[config.mk]
export PLATFORM = sky130hd
export DESIGN_NAME = synth_voice_allocator
export DESIGN_NICKNAME = d
export VERILOG_FILES = /design/src/sv/svalloc_pkg.sv /design/src/sv/svalloc_regs.sv /design/src/sv/synth_voice_allocator.sv
export SDC_FILE = /design/constraint.sdc
export NUM_CORES = 2
export LEC_CHECK = 0
export ABC_AREA = 1
export CAP_MARGIN = 5
export CORE_MARGIN = 2
export CORE_UTILIZATION = 65
export DETAILED_ROUTE_END_ITERATION = 7
export DONT_BUFFER_PORTS = 1
export PLACE_DENSITY = 0.82
export SETUP_SLACK_MARGIN = 0.15
export SLEW_MARGIN = 20
export SYNTH_ARGS = -nofsm -noshare
export SYNTH_HDL_FRONTEND = slang
export SYNTH_SLANG_ARGS = --single-unit
[constraint.sdc]
create_clock -name clk -period 11.7 [get_ports clk]
set_input_delay 0.585 -clock clk [delete_from_list [all_inputs] [get_ports clk]]
set_output_delay 0.585 -clock clk [all_outputs]
set_load 0.01 [all_outputs]
[src/sv/svalloc_pkg.sv]
// shared types, constants and helpers of the voice allocator
package svalloc_pkg;

  localparam int Voices   = 16;
  localparam int IdxW     = $clog2(Voices);
  localparam int PaddrW   = 5;
  // 0.7874015 as a 24-bit fraction, exact after truncation for 7-bit inputs
  localparam int VelMul   = 13210405;
  localparam int VelShift = 24;

  typedef logic [IdxW-1:0] vidx_t;

  // request codes
  localparam logic [1:0] ReqNoteOn  = 2'd0;
  localparam logic [1:0] ReqNoteOff = 2'd1;
  localparam logic [1:0] ReqPanic   = 2'd2;

  // hand-over kinds
  localparam logic [1:0] XferNone   = 2'd0;
  localparam logic [1:0] XferSignal = 2'd1;
  localparam logic [1:0] XferState  = 2'd2;
  localparam logic [1:0] XferPhase  = 2'd3;

  // register indexes
  localparam logic [2:0] RegTranspose = 3'd0;
  localparam logic [2:0] RegNormVel   = 3'd1;
  localparam logic [2:0] RegKeySync   = 3'd2;
  localparam logic [2:0] RegMonoMode  = 3'd3;
  localparam logic [2:0] RegMpeEnable = 3'd4;

  typedef struct packed {
    logic [7:0] transpose;
    logic       normalize_velocity;
    logic       key_sync;
    logic       mono_mode;
    logic       mpe_enable;
    logic       mpe_load;
  } cfg_t;

  // one voice record in the state memory
  typedef struct packed {
    logic [7:0]  pitch;
    logic [3:0]  channel;
    logic [31:0] seq;
  } vrec_t;

  typedef struct packed {
    logic [3:0] voice;
    logic       start_voice;
    logic [7:0] note_pitch;
    logic [6:0] note_velocity;
    logic       stolen;
    logic       osc_sync;
    logic       lfo_trigger;
    logic [1:0] transfer_kind;
    logic [3:0] transfer_from;
    logic       release_voice;
    logic       found;
  } result_t;

  // velocity scaled by 0.7874015, truncated
  function automatic logic [6:0] norm_velocity(input logic [6:0] v);
    logic [30:0] p;
    p = 31'(v) * 31'(VelMul);
    return 7'(p >> VelShift);
  endfunction

  function automatic vidx_t next_idx(input vidx_t i);
    return (32'(i) == Voices - 1) ? '0 : vidx_t'(i + 1'b1);
  endfunction

endpackage

[src/sv/svalloc_regs.sv]
// configuration register file on the apb port
module svalloc_regs (
  input  logic                            clk,
  input  logic                            rst,
  input  logic                            psel,
  input  logic                            penable,
  input  logic                            pwrite,
  input  logic [svalloc_pkg::PaddrW-1:0]  paddr,
  input  logic [31:0]                     pwdata,
  output logic [31:0]                     prdata,
  output logic                            pready,
  output svalloc_pkg::cfg_t               cfg
);

  logic [2:0] reg_idx;
  logic       wr;

  assign reg_idx = paddr[svalloc_pkg::PaddrW-1:2];
  assign pready  = 1'b1;
  assign wr      = psel && penable && pwrite && pready;

  // register writes
  always_ff @(posedge clk) begin
    if (rst) begin
      cfg <= '0;
    end else begin
      cfg.mpe_load <= wr && (reg_idx == svalloc_pkg::RegMpeEnable);
      if (wr) begin
        case (reg_idx)
          svalloc_pkg::RegTranspose: cfg.transpose          <= pwdata[7:0];
          svalloc_pkg::RegNormVel:   cfg.normalize_velocity <= pwdata[0];
          svalloc_pkg::RegKeySync:   cfg.key_sync           <= pwdata[0];
          svalloc_pkg::RegMonoMode:  cfg.mono_mode          <= pwdata[0];
          svalloc_pkg::RegMpeEnable: cfg.mpe_enable         <= pwdata[0];
          default: ;
        endcase
      end
    end
  end

  // read back
  always_comb begin
    case (reg_idx)
      svalloc_pkg::RegTranspose: prdata = {24'd0, cfg.transpose};
      svalloc_pkg::RegNormVel:   prdata = {31'd0, cfg.normalize_velocity};
      svalloc_pkg::RegKeySync:   prdata = {31'd0, cfg.key_sync};
      svalloc_pkg::RegMonoMode:  prdata = {31'd0, cfg.mono_mode};
      svalloc_pkg::RegMpeEnable: prdata = {31'd0, cfg.mpe_enable};
      default:                   prdata = 32'd0;
    endcase
  end

endmodule

[src/sv/synth_voice_allocator.sv]
// polyphonic voice allocator with voice stealing, top level
//
// Input stream (s_*): one event per transfer; s_tuser holds the request kind
// (note on, note off, panic), s_tdata the channel, pitch, velocity, playing
// mask and sustain flag. Output stream (m_*): one result per event, with the
// chosen or released voice, start/steal/sync flags and the live voice mask;
// m_tuser holds the hand-over kind.
// Voice records (pitch, channel, key-down sequence) sit in a 16-entry memory
// with a registered read port; key-down, live and valid bits are flip-flops.
// A note on scans all voices through the memory port and then commits the
// chosen voice, with a mono hand-over step when a voice is live; a note off
// or a note on with zero velocity scans for a held voice, and in mono mode
// scans again once a held voice matched; panic and unused kinds go straight
// to the result. The memory port gives one read per cycle.
// The block takes one event at a time; a finished result sits in the output
// register while the next event is taken. If the receiver stalls, the next
// result waits inside until the output register frees.
// Reset clears all voices, the pointer, the sequence counter and registers;
// no clearing pass is needed, valid bits stand for the reset values.
module synth_voice_allocator (
  input  logic                            clk,
  input  logic                            rst,
  // event in
  input  logic                            s_tvalid,
  output logic                            s_tready,
  input  logic [39:0]                     s_tdata,  // channel, pitch, velocity,
                                                    // playing_mask, sustain_held
  input  logic [1:0]                      s_tuser,  // req_type
  // result out
  output logic                            m_tvalid,
  input  logic                            m_tready,
  output logic [47:0]                     m_tdata,  // voice, start_voice, note_pitch,
                                                    // note_velocity, stolen, osc_sync,
                                                    // lfo_trigger, transfer_from,
                                                    // release_voice, found, live_mask
  output logic [1:0]                      m_tuser,  // transfer_kind
  // configuration
  input  logic                            psel,
  input  logic                            penable,
  input  logic                            pwrite,
  input  logic [svalloc_pkg::PaddrW-1:0]  paddr,
  input  logic [31:0]                     pwdata,
  output logic [31:0]                     prdata,
  output logic                            pready
);

  localparam int V  = svalloc_pkg::Voices;
  localparam int IW = svalloc_pkg::IdxW;

  typedef enum logic [2:0] {
    S_IDLE, S_ON_SCAN, S_ON_WRITE, S_ON_MONO, S_OFF_SCAN, S_OFF_SCAN2, S_FINISH
  } state_t;

  svalloc_pkg::cfg_t    cfg;
  state_t               state;

  // latched event
  logic [3:0]           in_chan;
  logic [7:0]           in_pitch;
  logic [6:0]           in_velo;
  logic [15:0]          in_play;
  logic                 in_sus;

  // per-voice flags
  logic [V-1:0]         pvalid, svalid, keydown, live;
  svalloc_pkg::vidx_t   pointer;
  logic [31:0]          seq_counter;
  logic                 mpe_active;

  // scan control
  svalloc_pkg::vidx_t   rd_idx, idx_d;
  logic [IW:0]          iss_cnt;
  logic                 dv;
  logic                 scan_done;

  // note on pick
  svalloc_pkg::vidx_t   best;
  logic [2:0]           best_s;
  logic [31:0]          best_seq;
  logic                 first;
  logic                 mpe_clr;
  svalloc_pkg::vidx_t   m1, m2;
  logic                 m1v, m2v;
  logic                 lfo;
  svalloc_pkg::vidx_t   fl_q, fl_c;

  // note off search
  logic                 fv, hv;
  svalloc_pkg::vidx_t   fn, target;
  logic [7:0]           high;

  svalloc_pkg::result_t res;
  svalloc_pkg::result_t res_init;
  svalloc_pkg::result_t out_res;
  logic [15:0]          out_live;

  // memory
  svalloc_pkg::vrec_t   mem [V];
  svalloc_pkg::vrec_t   rdata, mem_wdata;
  logic                 mem_we, mem_re;
  svalloc_pkg::vidx_t   mem_raddr;

  // evaluation of the entry returned by the memory
  logic [31:0]          d_seq;
  logic                 d_pmatch;
  logic [2:0]           d_score;
  logic                 d_better;
  logic                 d_hit;

  svalloc_regs u_regs (
    .clk, .rst, .psel, .penable, .pwrite, .paddr, .pwdata, .prdata, .pready, .cfg
  );

  assign s_tready  = (state == S_IDLE);
  assign scan_done = !dv && (iss_cnt == (IW+1)'(V));

  // cleared result for a new event, panic flags the phase reset
  always_comb begin
    res_init          = '0;
    res_init.osc_sync = (s_tuser == svalloc_pkg::ReqPanic);
  end

  // first live voice, lowest index
  always_comb begin
    fl_c = '0;
    for (int i = V - 1; i >= 0; i--) begin
      if (live[i]) fl_c = svalloc_pkg::vidx_t'(i);
    end
  end

  // memory port control
  always_comb begin
    mem_re    = 1'b0;
    mem_raddr = rd_idx;
    if ((state == S_ON_SCAN || state == S_OFF_SCAN || state == S_OFF_SCAN2) &&
        iss_cnt != (IW+1)'(V)) begin
      mem_re = 1'b1;
    end else if (state == S_ON_WRITE) begin
      mem_re    = 1'b1;
      mem_raddr = fl_c;
    end
    mem_we    = (state == S_ON_WRITE);
    mem_wdata = '{pitch: in_pitch, channel: in_chan, seq: seq_counter};
  end

  always_ff @(posedge clk) begin
    if (mem_we) mem[best] <= mem_wdata;
    if (mem_re) rdata <= mem[mem_raddr];
  end

  // scoring of one entry
  always_comb begin
    d_seq    = svalid[idx_d] ? rdata.seq : '1;
    d_pmatch = pvalid[idx_d] && (rdata.pitch == in_pitch);
    d_score  = {!in_play[idx_d], !keydown[idx_d], d_pmatch};
    d_better = first || (d_score > best_s) ||
               ((d_score == best_s) && ($signed(d_seq) < $signed(best_seq)));
    d_hit    = mpe_active ? (rdata.channel == in_chan) : d_pmatch;
  end

  // sequencer and voice state
  always_ff @(posedge clk) begin
    if (rst) begin
      state       <= S_IDLE;
      pvalid      <= '0;
      svalid      <= '0;
      keydown     <= '0;
      live        <= '0;
      pointer     <= '0;
      seq_counter <= '0;
      mpe_active  <= 1'b0;
      m_tvalid    <= 1'b0;
      iss_cnt     <= '0;
      dv          <= 1'b0;
    end else begin
      if (cfg.mpe_load) mpe_active <= cfg.mpe_enable;
      if (m_tvalid && m_tready && state != S_FINISH) m_tvalid <= 1'b0;

      // shared read sweep
      if (state == S_ON_SCAN || state == S_OFF_SCAN || state == S_OFF_SCAN2) begin
        if (iss_cnt != (IW+1)'(V)) begin
          rd_idx  <= svalloc_pkg::next_idx(rd_idx);
          iss_cnt <= iss_cnt + 1'b1;
          dv      <= 1'b1;
          idx_d   <= rd_idx;
        end else begin
          dv <= 1'b0;
        end
      end

      case (state)
        S_IDLE: begin
          if (s_tvalid) begin
            res      <= res_init;
            in_chan  <= s_tdata[3:0];
            in_pitch <= {1'b0, s_tdata[10:4]} + cfg.transpose;
            in_velo  <= cfg.normalize_velocity ?
                        svalloc_pkg::norm_velocity(s_tdata[17:11]) : s_tdata[17:11];
            in_play  <= s_tdata[33:18];
            in_sus   <= s_tdata[34];
            iss_cnt  <= '0;
            dv       <= 1'b0;
            first    <= 1'b1;
            mpe_clr  <= 1'b0;
            m1v      <= 1'b0;
            m2v      <= 1'b0;
            fv       <= 1'b0;
            hv       <= 1'b0;
            lfo      <= ~|keydown;
            case (s_tuser)
              svalloc_pkg::ReqNoteOn: begin
                if (s_tdata[17:11] != 7'd0) begin
                  rd_idx <= pointer;
                  state  <= S_ON_SCAN;
                end else begin
                  rd_idx <= '0;
                  state  <= S_OFF_SCAN;
                end
              end
              svalloc_pkg::ReqNoteOff: begin
                rd_idx <= '0;
                state  <= S_OFF_SCAN;
              end
              svalloc_pkg::ReqPanic: begin
                pvalid  <= '0;
                keydown <= '0;
                live    <= '0;
                state   <= S_FINISH;
              end
              default: state <= S_FINISH;
            endcase
          end
        end

        // score every voice from the round-robin pointer
        S_ON_SCAN: begin
          if (dv) begin
            if (d_better) begin
              best     <= idx_d;
              best_s   <= d_score;
              best_seq <= d_seq;
              first    <= 1'b0;
            end
            if (keydown[idx_d] && rdata.channel == in_chan) mpe_clr <= 1'b1;
            if (in_play[idx_d] && d_pmatch) begin
              if (!m1v || idx_d < m1) begin
                m1  <= idx_d;
                m1v <= 1'b1;
                m2  <= m1;
                m2v <= m1v;
              end else if (!m2v || idx_d < m2) begin
                m2  <= idx_d;
                m2v <= 1'b1;
              end
            end
          end
          if (scan_done) state <= S_ON_WRITE;
        end

        // commit the chosen voice
        S_ON_WRITE: begin
          pvalid[best]      <= 1'b1;
          svalid[best]      <= 1'b1;
          keydown[best]     <= 1'b1;
          seq_counter       <= seq_counter + 32'd1;
          pointer           <= svalloc_pkg::next_idx(best);
          if (mpe_active && mpe_clr) mpe_active <= 1'b0;
          res.voice         <= 4'(best);
          res.start_voice   <= 1'b1;
          res.note_pitch    <= in_pitch;
          res.note_velocity <= in_velo;
          res.stolen        <= in_play[best];
          res.osc_sync      <= cfg.key_sync && !in_play[best];
          res.lfo_trigger   <= lfo;
          if (cfg.mono_mode) begin
            if (|live) begin
              fl_q  <= fl_c;
              state <= S_ON_MONO;
            end else begin
              live[best] <= 1'b1;
              state      <= S_FINISH;
            end
          end else begin
            if (!cfg.key_sync) begin
              if (m1v && m1 != best) begin
                res.transfer_kind <= svalloc_pkg::XferPhase;
                res.transfer_from <= 4'(m1);
              end else if (m1v && m2v) begin
                res.transfer_kind <= svalloc_pkg::XferPhase;
                res.transfer_from <= 4'(m2);
              end
            end
            live[best] <= 1'b1;
            state      <= S_FINISH;
          end
        end

        // mono hand-over from the first live voice
        S_ON_MONO: begin
          if (!keydown[fl_q]) begin
            live[fl_q]        <= 1'b0;
            live[best]        <= 1'b1;
            res.transfer_kind <= svalloc_pkg::XferSignal;
            res.transfer_from <= 4'(fl_q);
          end else if (fl_q != best && rdata.pitch < in_pitch) begin
            live[fl_q]        <= 1'b0;
            live[best]        <= 1'b1;
            res.transfer_kind <= svalloc_pkg::XferState;
            res.transfer_from <= 4'(fl_q);
          end
          state <= S_FINISH;
        end

        // find the first held voice of this note, or of this channel with MPE active
        S_OFF_SCAN: begin
          if (dv && !fv && d_hit && keydown[idx_d]) begin
            fv <= 1'b1;
            fn <= idx_d;
          end
          if (scan_done) begin
            if (fv) begin
              keydown[fn]       <= 1'b0;
              res.voice         <= 4'(fn);
              res.found         <= 1'b1;
              res.release_voice <= !in_sus;
              if (cfg.mono_mode) begin
                rd_idx  <= '0;
                iss_cnt <= '0;
                state   <= S_OFF_SCAN2;
              end else begin
                state <= S_FINISH;
              end
            end else begin
              state <= S_FINISH;
            end
          end
        end

        // highest remaining held key takes over in mono mode
        S_OFF_SCAN2: begin
          if (dv && keydown[idx_d] && (!hv || rdata.pitch > high)) begin
            hv     <= 1'b1;
            high   <= rdata.pitch;
            target <= idx_d;
          end
          if (scan_done) begin
            if (hv && live[fn]) begin
              live[fn]          <= 1'b0;
              live[target]      <= 1'b1;
              res.voice         <= 4'(target);
              res.transfer_kind <= svalloc_pkg::XferState;
              res.transfer_from <= 4'(fn);
            end
            state <= S_FINISH;
          end
        end

        // hand the result to the output register
        S_FINISH: begin
          if (!m_tvalid || m_tready) begin
            out_res  <= res;
            out_live <= 16'(live);
            m_tvalid <= 1'b1;
            state    <= S_IDLE;
          end
        end

        default: state <= S_IDLE;
      endcase
    end
  end

  // output packing
  assign m_tdata = {3'd0, out_live, out_res.found, out_res.release_voice,
                    out_res.transfer_from, out_res.lfo_trigger, out_res.osc_sync,
                    out_res.stolen, out_res.note_velocity, out_res.note_pitch,
                    out_res.start_voice, out_res.voice};
  assign m_tuser = out_res.transfer_kind;

endmodule

# Word-level counts from Yosys, hierarchy flattened
# Memory sizes are Yosys's and may differ from the RTL's. A register that Yosys moved wholly into a read port is not among the register bits.
# Cells that the tools add are included.
[totals]
elab_cells = 369
inputBits = 86
regBits = 320
memories = 1
ramBits = 704
out_inout_bits = 85
[classes]
eq_ne = 43
n_reduce_logical = 87
muxes = 142
multipliers = 1
bitwise = 12
add_sub_neg = 5
order_cmp = 15
[mem_list]
columns = ["memory", "depth", "width", "rd", "rd_clocked_by_memory_dff", "wr", "line_no", "text"]
rows = [
  ["mem", 16, 44, 1, 1, 1, "synth_voice_allocator.sv:98", "svalloc_pkg::vrec_t mem [V];"],
]
[op_table]
columns = ["cell", "n"]
rows = [
  ["$mux 16", 10],
  ["$mux 4", 33],
  ["$or 16x16->16", 6],
  ["$pmux 16 s4", 1],
  ["$and 16x16->16", 3],
  ["$mux 6", 8],
  ["$pmux 16 s3", 1],
  ["$mux 1", 40],
  ["$pmux 8 s5", 1],
  ["$pmux 19 s2", 1],
  ["$reduce_and 5->1", 7],
  ["$add 32x1->32 const B", 1],
  ["$lt 32x32->1", 1],
  ["$mux 32", 1],
  ["$not 16->16", 2],
  ["$pmux 16 s2", 1],
  ["$reduce_or 16->1", 2],
  ["$mul 7x24->31 const B", 1],
  ["$mux 31", 1],
  ["$mux 5", 6],
  ["$bmux 1 s4", 7],
  ["$logic_and 1x1->1", 26],
  ["$lt 4x5->1 const B", 5],
  ["$mux 3", 8],
  ["50 further kinds", 132],
]

# Logic depth before layout (Yosys ltp)
[logic_depth]
depth_word = 18
depth_mapped = 24

# Cells and area by module
# Synthesis repeated with hierarchy kept, for this count alone.
[unflattened]
hier_cells = 4859
hier_area_um2 = 49276.0
[modules_own_cells]
columns = ["module", "area_each_um2", "instances", "cells_each", "seq_area_each_um2"]
rows = [
  ["synth_voice_allocator", 48351.4, 1, 4717, 30569.3],
  ["svalloc_regs", 924.6, 1, 142, 260.2],
]

# Worst setup path after synthesis
# No wires, ideal clock.
[synth_timing]
kind = "input-to-reg"
startpoint = "input rst"
endpoint = "register out_res, in the netlist m_tdata[0] (enable)"
t_required_ps = 11132
stages = 2
arrival_ps = 5286
path_buffers = 1
slack_ps = 5846
setup_time_ps = 568
cell_sequence = "buf_2 nor4_1"
[synth_via]
elab_chain_cells = 2
[synth_rtl]
columns = ["element", "line_no", "text"]
rows = [
  ["start, declared", "synth_voice_allocator.sv:22", "input logic rst,"],
  ["$not 1->1 (no line)", "n/a", ""],
  ["$reduce_and 3->1 (no line)", "n/a", ""],
  ["end signal, assigned", "synth_voice_allocator.sv:361", "out_res <= res;"],
  ["end, declared", "synth_voice_allocator.sv:94", "svalloc_pkg::result_t out_res;"],
]
# No other way between the ends.
# A chain may end at the register's enable or synchronous reset.

# Worst setup path after layout
[layout_timing]
startpoint = "register idx_d[0]"
endpoint = "register best_seq[10] (enable)"
[layout_via]
elab_chain_cells = 7
elab_cells_between_ends = 19
classes_between = "order compare: 2; eq/ne: 1; mux: 9; reduce/logical: 7"
[layout_rtl]
columns = ["element", "line_no", "text"]
rows = [
  ["start, declared", "synth_voice_allocator.sv:71", "svalloc_pkg::vidx_t rd_idx, idx_d;"],
  ["start signal, assigned", "synth_voice_allocator.sv:185", "idx_d <= rd_idx;"],
  ["$bmux 1 s4", "synth_voice_allocator.sv:153", "d_seq = svalid[idx_d] ? rdata.seq : '1;"],
  ["$mux 1 (implied by the code)", "synth_voice_allocator.sv:153", ""],
  ["$mux 32", "synth_voice_allocator.sv:153", ""],
  ["via d_seq[31]", "synth_voice_allocator.sv:104", "logic [31:0] d_seq;"],
  ["$lt 32x32->1", "synth_voice_allocator.sv:157", "((d_score == best_s) && ($signed(d_seq) < $signed(best_seq)));"],
  ["$logic_and 1x1->1", "synth_voice_allocator.sv:157", ""],
  ["$logic_or 1x1->1", "synth_voice_allocator.sv:156", "d_better = first || (d_score > best_s) ||"],
  ["$reduce_and 4->1 (no line)", "n/a", ""],
  ["end signal, assigned", "synth_voice_allocator.sv:241", "best_seq <= d_seq;"],
  ["end, declared", "synth_voice_allocator.sv:79", "logic [31:0] best_seq;"],
]
# The timed path passes the listed nets, and every way through them passes these cells. The select of a mux whose other input is x is not followed.

==> results.cfg <==
[outcome]
status = finished, final reports clean

[place]
dp_hpwl_mm = 68.3
portBuffers = 0
gp_congestion = 0.973

[global_routing]
grt_pass1_vias = 34400
grt_use_total = 0.324
grt_pass1_wl_mm = 193
grt_max_degree = 194
grt-ovfl-total = 0
antenna_found_initial = 2

[logic_synthesis]
synth_top_area_share = 0.575
yosys.area.top_type = edfxtp_1
ys_async_sr_fraction = 0
ys_seq_elements = 1068
syn_area_mm2 = 0.0493
synth_flop_cell = edfxtp_1
synth.avg_cell_area_um2 = 10.3
yosys_warnings = 0
synth-seq-area-share = 0.625
synth_area_leaders = edfxtp_1 57%, nand3_1 8.0%, nand2_1 7.6%, dfxtp_1 5.0%, inv_1 4.8%
synth_cells = 4806
synth_edf_count = 944
ys_types = 61

[worst_setup_path]
crit_family = buffers and inverters
cp_slowest_cell = clkinv_1
crit_arrival_ns = 6.70
critPathBufInv = 5
path_max_fanout = 46
startpoint_type = register
cp.required_ns = 12.03
crit_chain = buf_4 > clkinv_1 > nand2_1 > nand3_1 > nand3_1 > nand3_1 > nand2_1 > buf_4 > nand2_1 > ha_1 > nand4_1 > nor4_1 > inv_1 > nor4_1 > nand2_1 > nand3_1 > nand3_1 > a21oi_4 > buf_4
slowest_delay_ns = 0.86
critPathCaptureType = register
cpMostUsedCell = nand3_1
crit_type = register to register

[floorplanning]
row_count = 100
fp.coreArea_mm2 = 0.0748
die_y_um = 279
start_util = 0.659
die_w_um = 279
die-area_mm2 = 0.0781
io_pins = 171

[sta]
clock.fmax_mhz = 157
drv_slew = 0
rsz0062_at_grt = no
worst_slew_pin_slew_ns = 1.13
setup_tns_ns = 0
final-setup-viol-count = 0
hold_violations = 0
slew-limit-headroom = 0.248
fin_crit_sh = 0.544
whs_ns = 0.0536
period_needed_ns = 6.36
fin_worst_skew_ns = 0.0390

[power]
p_per_area_mw_per_mm2 = 248
ir_drop_mv = 0.233
total_leakage_power_nw = 21.2

[drt]
vias = 36100
detail-route-antenna-nets = 0
wl_mm = 128
dr.pass1.iters = 7
wl_per_cell_um = 22.1
drc = 0
drt_iter0_drc = 5614
viasPerCell = 6.23

[clock_network]
clkLatencyLatePin_ns = 0.71
cts-buffers-inserted = 104
cts.repair.resized = 0
clk_pin_slew_ns = 0.06
clockRootBuffer = clkbuf_16
postCtsSetupBuffers = 0
h-tree-depth = 3
cts.sinks = 1068
clk_path_buf_depth = 3
tritoncts = yes

[cells_and_area]
ff_latch_area_mm2 = 0.0308
drive_gt1_frac = 0.0513
multi_input_area_mm2 = 0.0149
layout.nets = 4971
final_cell_mix = 995 x nand2_1, 944 x edfxtp_1, 785 x nand3_1
area_growth_pct = 8.35
nFillCells = 4872
final_common_cell = nand2_1

[min_path]
min_path_type = input port to register

[flow_run]
cap_violations = 0
==> final cells by class <==
cell class | count | share of cell area
inverters | 640 | 0.0451
well taps | 969 | 0.0227
diodes | 1 | 0.0000468
clock inverters | 50 | 0.0106
clock buffers | 145 | 0.0539
flip-flops and latches | 1068 | 0.577
multi-input cells | 2859 | 0.279
repair buffers | 70 | 0.0119
==> cell usage after synthesis (all sizes together) (22+ instances only) <==
cell,n
inv,636
nand4,22
dfxtp,124
xor2,24
edfxtp,944
nor3,25
nor4,22
buf,202
clkbuf,63
nor2,221
nand2,1001
a21oi,171
o21ai,204
ha,131
nand3b,88
nand3,787
==> cells by family (layout without fill, tap and decap cells) <==
family                     count (synthesis)  count (layout)  synth area share
AOI/OAI and AO/OA                        472             472            0.0529
xor gates and xnor gates                  34              34           0.00604
adders and majority gates                142             142            0.0377
buffers and inverters                    905             905            0.0792
DFF                                     1068            1068             0.625
muxes                                      2               2          0.000406
other                                      2              29          0.000152
and+or+nand+nor                         2181            2181             0.198
==> per-layer routing <==
layer / up-vias / part of all wire / GRT usage
li1: 16200 / - / -
met1: 17000 / 0.37 / 0.437
met2: 2445 / 0.47 / 0.518
met3: 423 / 0.13 / 0.0628
met4: 2 / 0.042 / 0.145
met5: - / 0.000054 / 0
==> flip-flops by register name (all words and copies together), names as in the netlist, 29 cells and up <==
name / count
rdata: 44
m_tdata: 29
mem: 704
seq_counter: 32
best_seq: 32
res: 31
==> worst register-to-register path, stage by stage (launching register included) <==
cell and delay, ns:
edfxtp_1 0.34, buf_4 0.42, clkinv_1 0.89, nand2_1 0.28, nand3_1 0.09, nand3_1 0.11
nand3_1 0.10, nand2_1 0.10, buf_4 0.41, nand2_1 0.18, ha_1 0.44, nand4_1 0.17
nor4_1 0.51, inv_1 0.10, nor4_1 0.24, nand2_1 0.12, nand3_1 0.08, nand3_1 0.28
a21oi_4 0.67, buf_4 0.47
==> power by group <==
part | internal, mW | switching (mW) | leakage, nW
clock | 1.93 | 1.45 | 1.66
sequential | 4.61 | 0.181 | 9.21
combinational | 1.42 | 3.67 | 10.4
==> what timing repair did <==
action / 4_1_cts / 5_1_grt
endpoints found under the hold margin: 56 / 0
endpoints found under the setup margin: 0 / 0
hold buffers: 22 / 0
==> through the flow <==
stage | setup slack, ns | cells | cell area (um^2) | power (mW) | util
global route | 5.02 | 5801 | 53400 | 13.9 | 0.714
floorplan | 5.85 | 4832 | 49400 | 8.50 | -
finish | 5.34 | 5802 | 53400 | 13.3 | 0.714
CTS | 5.51 | 5800 | 53400 | 13.1 | 0.714
global placement | 5.73 | 5583 | 49700 | 9.59 | 0.665
detailed placement | 5.64 | 5583 | 49700 | 9.75 | 0.665
==> path summary, 6_finish.rpt <==
path	from	to	slack [ns]	cells past startpoint
worst min-delay path	rst	seq_counter[31]$_SDFFE_PP0P_	0.05	2
worst max register to register	idx_d[0]$_DFFE_PP_	best_seq[10]$_DFFE_PP_	5.34	19
worst max-delay path	idx_d[0]$_DFFE_PP_	best_seq[10]$_DFFE_PP_	5.34	19
worst min register to register	res[17]$_SDFFCE_PN0P_	m_tdata[19]$_DFFE_PP_	0.42	0
(Power assumes the default switching activity.)
